$ cat config.mk
export PLATFORM = sky130hd
export DESIGN_NAME = fifo_block_pool_allocator_core
export DESIGN_NICKNAME = d
export VERILOG_FILES = /design/src/hw/rtl/fbpa_pkg.sv /design/src/hw/rtl/fifo_block_pool_allocator_core.sv
export SDC_FILE = /design/constraint.sdc
export NUM_CORES = 2
export LEC_CHECK = 0
export BUFFER_PORTS_ARGS = -buffer_cell sky130_fd_sc_hd__buf_4
export CAP_MARGIN = 20
export CORE_AREA = 2 2 526 528
export CTS_CLUSTER_DIAMETER = 60
export DETAILED_ROUTE_END_ITERATION = 12
export DIE_AREA = 0 0 528 530
export HOLD_SLACK_MARGIN = 0.06
export SLEW_MARGIN = 20
export SYNTH_ARGS = -nofsm -noshare
export SYNTH_HDL_FRONTEND = slang
export SYNTH_SLANG_ARGS = --single-unit
$ cat constraint.sdc
create_clock -name clk -period 5.6 [get_ports clk]
set_clock_uncertainty 0.2 [all_clocks]
set_input_delay 0.56 -clock clk [delete_from_list [all_inputs] [get_ports clk]]
set_output_delay 0.56 -clock clk [all_outputs]
set_load 0.005 [all_outputs]
$ cat src/hw/rtl/fbpa_pkg.sv
// package for the block pool allocator: sizes, field widths, codes
package fbpa_pkg;

	localparam int BLOCK_COUNT = 256;
	localparam int PTR_W       = $clog2(BLOCK_COUNT);
	localparam int CNT_W       = $clog2(BLOCK_COUNT + 1);

	localparam int IDX_W    = 8;
	localparam int ADDR_W   = 48;
	localparam int SIZE_W   = 17;
	localparam int PROD_W   = IDX_W + SIZE_W;
	localparam int STAT_W   = 2;
	localparam int DATA_W   = 64;
	localparam int PADDR_W  = 5;
	localparam int OUT_W    = IDX_W + 2 * ADDR_W;

	localparam logic [SIZE_W-1:0] BLOCK_SIZE_RST = SIZE_W'(256);

	typedef enum logic [1:0] {
		REG_DEVICE_BASE = 2'd0,
		REG_HOST_BASE   = 2'd1,
		REG_BLOCK_SIZE  = 2'd2
	} reg_idx_t;

	typedef enum logic [STAT_W-1:0] {
		ST_OK    = 2'd0,
		ST_EMPTY = 2'd1,
		ST_FULL  = 2'd2
	} status_t;

	localparam logic CMD_ALLOC = 1'b0;
	localparam logic CMD_FREE  = 1'b1;

endpackage

$ cat src/hw/rtl/fifo_block_pool_allocator_core.sv
// block pool allocator with a fifo free list held in a ring memory
//
//  channel   dir  transaction            payload
//  s_*       in   tvalid & tready        tuser: command, tdata: free_index
//  m_*       out  tvalid & tready        tuser: status, tdata: index, dev, host
//  apb       in   psel&penable&pwrite    regs at 0x00, 0x08, 0x10
//
// one command at a time: accept, ring read and multiply, address add,
// so an item runs these steps in turn and waits at the last one until the result register is free.
// the ring memory read is registered; the multiply gets its own stage.
// reset clears pointers and the per-entry valid bits and sets the count to full;
// an entry never written reads as its own slot number, so no clearing pass is needed.
// a stalled m side holds one result while the next item is accepted and computed.
module fifo_block_pool_allocator_core (
	input  logic                        clk,
	input  logic                        arst_n,
	input  logic                        s_tvalid,
	output logic                        s_tready,
	input  logic [fbpa_pkg::IDX_W-1:0]  s_tdata,  // free_index
	input  logic                        s_tuser,  // command
	output logic                        m_tvalid,
	input  logic                        m_tready,
	output logic [fbpa_pkg::OUT_W-1:0]  m_tdata,  // block_index, device_address, host_address
	output logic [fbpa_pkg::STAT_W-1:0] m_tuser,  // status
	input  logic                        psel,
	input  logic                        penable,
	input  logic                        pwrite,
	input  logic [fbpa_pkg::PADDR_W-1:0] paddr,
	input  logic [fbpa_pkg::DATA_W-1:0] pwdata,
	output logic [fbpa_pkg::DATA_W-1:0] prdata,
	output logic                        pready
);
	import fbpa_pkg::*;

	typedef enum logic [1:0] {
		S_IDLE,
		S_MUL,
		S_OUT
	} state_t;

	state_t state_q;

	logic [ADDR_W-1:0] device_base_q;
	logic [ADDR_W-1:0] host_base_q;
	logic [SIZE_W-1:0] block_size_q;

	logic [IDX_W-1:0]       ring_mem [BLOCK_COUNT];
	logic [BLOCK_COUNT-1:0] ring_vld_q;
	logic [PTR_W-1:0]       head_q;
	logic [PTR_W-1:0]       tail_q;
	logic [CNT_W-1:0]       count_q;

	logic [IDX_W-1:0]  rd_s1;
	logic              vld_s1;
	logic [PTR_W-1:0]  head_s1;
	logic [STAT_W-1:0] status_s1;
	logic              alloc_s1;

	logic [IDX_W-1:0]  blk_s2;
	logic [PROD_W-1:0] prod_s2;
	logic [STAT_W-1:0] status_s2;
	logic              alloc_s2;

	logic             accept;
	logic             cfg_wr;
	reg_idx_t         cfg_idx;
	logic             is_empty;
	logic             is_full;
	logic             do_pop;
	logic             do_push;
	logic             out_free;
	logic [IDX_W-1:0] blk_s1;
	logic [PTR_W-1:0] head_nxt;
	logic [PTR_W-1:0] tail_nxt;

	assign pready   = 1'b1;
	assign s_tready = (state_q == S_IDLE);
	assign accept   = s_tvalid & s_tready;
	assign cfg_wr   = psel & penable & pwrite & pready;
	assign cfg_idx  = reg_idx_t'(paddr[4:3]);

	assign is_empty = (count_q == '0);
	assign is_full  = (count_q == CNT_W'(BLOCK_COUNT));
	assign do_pop   = accept & (s_tuser == CMD_ALLOC) & ~is_empty;
	assign do_push  = accept & (s_tuser == CMD_FREE) & ~is_full;
	assign out_free = ~m_tvalid | m_tready;

	assign head_nxt = (head_q == PTR_W'(BLOCK_COUNT - 1)) ? '0 : head_q + 1'b1;
	assign tail_nxt = (tail_q == PTR_W'(BLOCK_COUNT - 1)) ? '0 : tail_q + 1'b1;
	assign blk_s1   = vld_s1 ? rd_s1 : IDX_W'(head_s1);

	always_comb begin
		case (cfg_idx)
			REG_DEVICE_BASE: prdata = DATA_W'(device_base_q);
			REG_HOST_BASE:   prdata = DATA_W'(host_base_q);
			REG_BLOCK_SIZE:  prdata = DATA_W'(block_size_q);
			default:         prdata = '0;
		endcase
	end

	always_ff @(posedge clk or negedge arst_n) begin
		if (!arst_n) begin
			device_base_q <= '0;
			host_base_q   <= '0;
			block_size_q  <= BLOCK_SIZE_RST;
		end else if (cfg_wr) begin
			case (cfg_idx)
				REG_DEVICE_BASE: device_base_q <= pwdata[ADDR_W-1:0];
				REG_HOST_BASE:   host_base_q   <= pwdata[ADDR_W-1:0];
				REG_BLOCK_SIZE:  block_size_q  <= pwdata[SIZE_W-1:0];
				default: ;
			endcase
		end
	end

	always_ff @(posedge clk) begin
		if (do_push) begin
			ring_mem[tail_q] <= s_tdata;
		end
		if (accept) begin
			rd_s1 <= ring_mem[head_q];
		end
	end

	always_ff @(posedge clk or negedge arst_n) begin
		if (!arst_n) begin
			ring_vld_q <= '0;
			head_q     <= '0;
			tail_q     <= '0;
			count_q    <= CNT_W'(BLOCK_COUNT);
		end else begin
			if (do_push) begin
				ring_vld_q[tail_q] <= 1'b1;
				tail_q             <= tail_nxt;
				count_q            <= count_q + 1'b1;
			end
			if (do_pop) begin
				head_q  <= head_nxt;
				count_q <= count_q - 1'b1;
			end
		end
	end

	always_ff @(posedge clk or negedge arst_n) begin
		if (!arst_n) begin
			state_q   <= S_IDLE;
			m_tvalid  <= 1'b0;
			m_tuser   <= '0;
			m_tdata   <= '0;
			vld_s1    <= 1'b0;
			head_s1   <= '0;
			alloc_s1  <= 1'b0;
			status_s1 <= '0;
			blk_s2    <= '0;
			prod_s2   <= '0;
			status_s2 <= '0;
			alloc_s2  <= 1'b0;
		end else begin
			if (m_tvalid && m_tready && state_q != S_OUT) begin
				m_tvalid <= 1'b0;
			end
			case (state_q)
				S_IDLE: begin
					if (accept) begin
						vld_s1   <= ring_vld_q[head_q];
						head_s1  <= head_q;
						alloc_s1 <= do_pop;
						if (s_tuser == CMD_ALLOC) begin
							status_s1 <= is_empty ? ST_EMPTY : ST_OK;
						end else begin
							status_s1 <= is_full ? ST_FULL : ST_OK;
						end
						state_q <= S_MUL;
					end
				end
				S_MUL: begin
					blk_s2    <= blk_s1;
					prod_s2   <= PROD_W'(blk_s1) * PROD_W'(block_size_q);
					status_s2 <= status_s1;
					alloc_s2  <= alloc_s1;
					state_q   <= S_OUT;
				end
				S_OUT: begin
					if (out_free) begin
						m_tvalid <= 1'b1;
						m_tuser  <= status_s2;
						if (alloc_s2) begin
							m_tdata <= {host_base_q + ADDR_W'(prod_s2),
								device_base_q + ADDR_W'(prod_s2), blk_s2};
						end else begin
							m_tdata <= '0;
						end
						state_q <= S_IDLE;
					end
				end
				default: state_q <= S_IDLE;
			endcase
		end
	end

endmodule
==> results.md <==
- EDFF count, synth: 2,056
- Die Ht: 530 um
- Area grow syn2layout: 15.12%
- Slew Viols, Final: 0
- Final HPWL DP: 173.2 mm
- Top_reg_cell synth: edfxtp_1
- Pwr per Cell Area: between 500 and 600 nW/um2
- Num rows: roughly 190
- Fin crit share: 97.07%
- Post-synthesis sequential area ratio: 69.23%
- Syn Inst Count: 6,067
- Post-Layout Inst Area: around 130,000 um2
- Fill cell count: between 20,000 and 25,000
- Final WS setup: between 0.15 and 0.2 ns
- Clock Sinks: between 2,000 and 3,000
- Min Tclk post-route: 5.436 ns
- Max H-tree Level: 5
- Flip-flop and latch area: roughly 76,000 um2
- Vias in the first global route: between 50,000 and 60,000
- #FFs+latches synth: ~2,600
- Worst-path clk slew: about 0.06 ns
- Vias per cell: 5.592
- WP data arrival: slightly below 6 ns
- DRC viols: 0
- Post-route non-filler standard cell count: just over 10,000
- Actual slew at the worst max-slew pin: roughly 1.2 ns
- Multi-input gate area: roughly 32,000 um2
- Top post-synthesis cells by area: edfxtp_1 (57%), mux4_2 (14%), dfrtp_1 (13%), fa_1 (1.7%), or2_2 (1.5%)
- Vias: roughly 58,000
- P_leak: approximately 45 nW
- Cell Area, Placed: ~120,000 um2
- DRT iter0 DRCs: approximately 5,800
- GRT overflow: 0
- Max-cap violations: 0
- Starting density of the core: about 40%
- Netlist cell types: a little under 70
- Post-Place Cells: around 9,700
- Ys async rst share: 21.14%
- CP Data Required Time: approximately 6.1 ns
- Clock root buffer: clkbuf_16
- Wire length per cell: 26.89 um
- Worst-path fanout max: 5
- Fmax: 184.0 MHz
- Core Area: 274,800 um2
- Capturing element type of the critical path: register
- Antenna viol nets, final: 0
- Drt first pass iters: 6
- CTS Buf Count: 282
- Final hold vios: 0
- Peak VDD IR: 444.5 uV
- Power Total: between 60 and 70 mW
- Outcome: finished, final reports clean
- Syn Area/Cell: approximately 18 um2
- Gpl congestion: slightly below 0.9
- Largest net degree at the start of global routing: 161
- Initial antenna violation count: 6
- Ports: between 200 and 300
- Die Wd: approximately 530 um
- Synthesized area: roughly 110,000 um2
- Clk Latency, worst-skew pair: about 0.9 ns
- Cell accounting for the most synthesized area: edfxtp_1
- Final wirelength: between 200 and 300 mm
- First-pass GRT wire length: 407.8 mm
- CTS tree: built
- Ratio of cells with drive above 1 in the final layout: between 20% and 30%
- Yosys top cell area share: between 50 and 60%
- Final number of setup-violating endpoints: 0
- Area of the die: around 280,000 um2
- GR Util All Layers: about a fifth
- Hold crit path type: in -> reg
- Setup WS pre-CTS: -0.02419 ns
- TNS Setup: 0 ns
- Nets: slightly below 7,000
- Startpoint Class: register
- Clk buf depth: 4
- Final core occ: approximately 46%
- Worst slew margin: 23.19%
- Buffers on Ports: ~220
- Warnings from Yosys: 0
- WHS: 0.03461 ns
- Crit path kind: reg -> reg
routing by layer:
metal  up-vias  track usage, %  part of all wire, %
met5         -               0                0.016
met4         6           5.568                  2.8
met3       427           3.346                  6.9
met2      2100           30.98                   47
met1     30705           28.06                   43
li1      24465               -                    -
state kept, by name (all words and copies together) (netlist names), 9 cells and up:
register       count
ring_mem        2048
m_tdata          104
device_base_q     48
prod_s2           25
ring_vld_q       256
block_size_q      17
count_q            9
host_base_q       48
cells in the mapped netlist (all sizes together) (113+ instances only):
library cell and number:
dfrtp 549, inv 143, edfxtp 2056, or2 260, buf 125, mux2 113
nand2 332, nor2 351, mux4 698, clkbuf 201, nor2b 120, o21ai 180
path summary, 6_finish.rpt:
check                           slack [ns]           start  depth (start not counted)          endpoint
min in group asynchronous             0.13          arst_n                          2       m_tdata[85]
worst max-delay path                  0.16          vld_s1                         19       prod_s2[24]
worst max register to register        0.16          vld_s1                         19       prod_s2[24]
worst min-delay path                  0.03      s_tdata[7]                          1  ring_mem[106][7]
worst min register to register        0.26  ring_vld_q[45]                          1    ring_vld_q[45]
max in group asynchronous             3.66          arst_n                          3   ring_vld_q[124]
layout make-up:
cell class / count / area share, %
Clock inverter: 119 / 1.009
Sequential cell: 2607 / 60.15
Timing Repair Buffer: 442 / 3.158
Clock buffer: 387 / 6.231
Antenna cell: 7 / 0.01395
Multi-Input combinational cell: 3006 / 25.42
Inverter: 143 / 0.4274
Tap cell: 3607 / 3.593
worst max-delay path, cell delays in order (launching register included):
cell and delay (ns):
dfrtp_1 0.41, buf_6 0.17, mux2i_4 0.35, buf_6 0.16, buf_4 0.11, nor2b_1 0.05
fa_1 0.50, fa_1 0.45, fa_1 0.55, inv_1 0.06, fa_1 0.53, inv_1 0.04
ha_1 0.35, o21ai_0 0.23, a21oi_1 0.06, o31a_1 0.15, o311a_4 0.40, a211o_1 0.31
xnor2_1 0.14, o21ai_1 0.07
timing repair:
action / 4_1_cts / 5_1_grt
resized for setup: 1 / 50
buffers inserted: 0 / 19
endpoints found under the setup margin: 2 / 8
hold buffers: 52 / 1
pin swaps: 0 / 23
hold endpoints to repair: 194 / 57
cells by family (layout without fill, tap and decap cells):
group                      after synthesis  count (layout)  synth area share (%)
AOI/OAI and AO/OA                      526             526                 3.138
xor gates and xnor gates               118             118                0.9473
adders and majority gates              200             200                 2.934
buffers and inverters                  469            1091                 1.877
DFF                                   2607            2607                 69.23
muxes                                  885             885                 16.25
other                                    2              24              0.006884
and+or+nand+nor                       1260            1260                 5.610
placed cells by master, fill, tap and decap left out, types with 29 or more instances in the layout:
cell type	n
a21o_1	31
mux2i_1	67
mux4_2	698
xnor2_1	78
mux2_2	112
nand2_1	317
or2_2	260
clkbuf_1	72
buf_4	338
clkbuf_16	286
clkinv_1	32
nor2b_1	114
clkbuf_8	30
inv_1	138
nor2_1	345
dfrtp_1	545
fa_1	91
a22oi_1	61
buf_12	31
a21oi_1	73
clkinv_2	36
nand3_1	49
xor2_1	40
dlygate4sd3_1	53
o21ai_0	165
nand2b_1	29
ha_1	102
edfxtp_1	2056
power by group:
part | switching [mW] | internal (mW)
combinational | 11.6 | 9.85
sequential | 1.19 | 21.8
clock | 7.59 | 10.8
No activity file was read; power rests on OpenSTA's default activity.
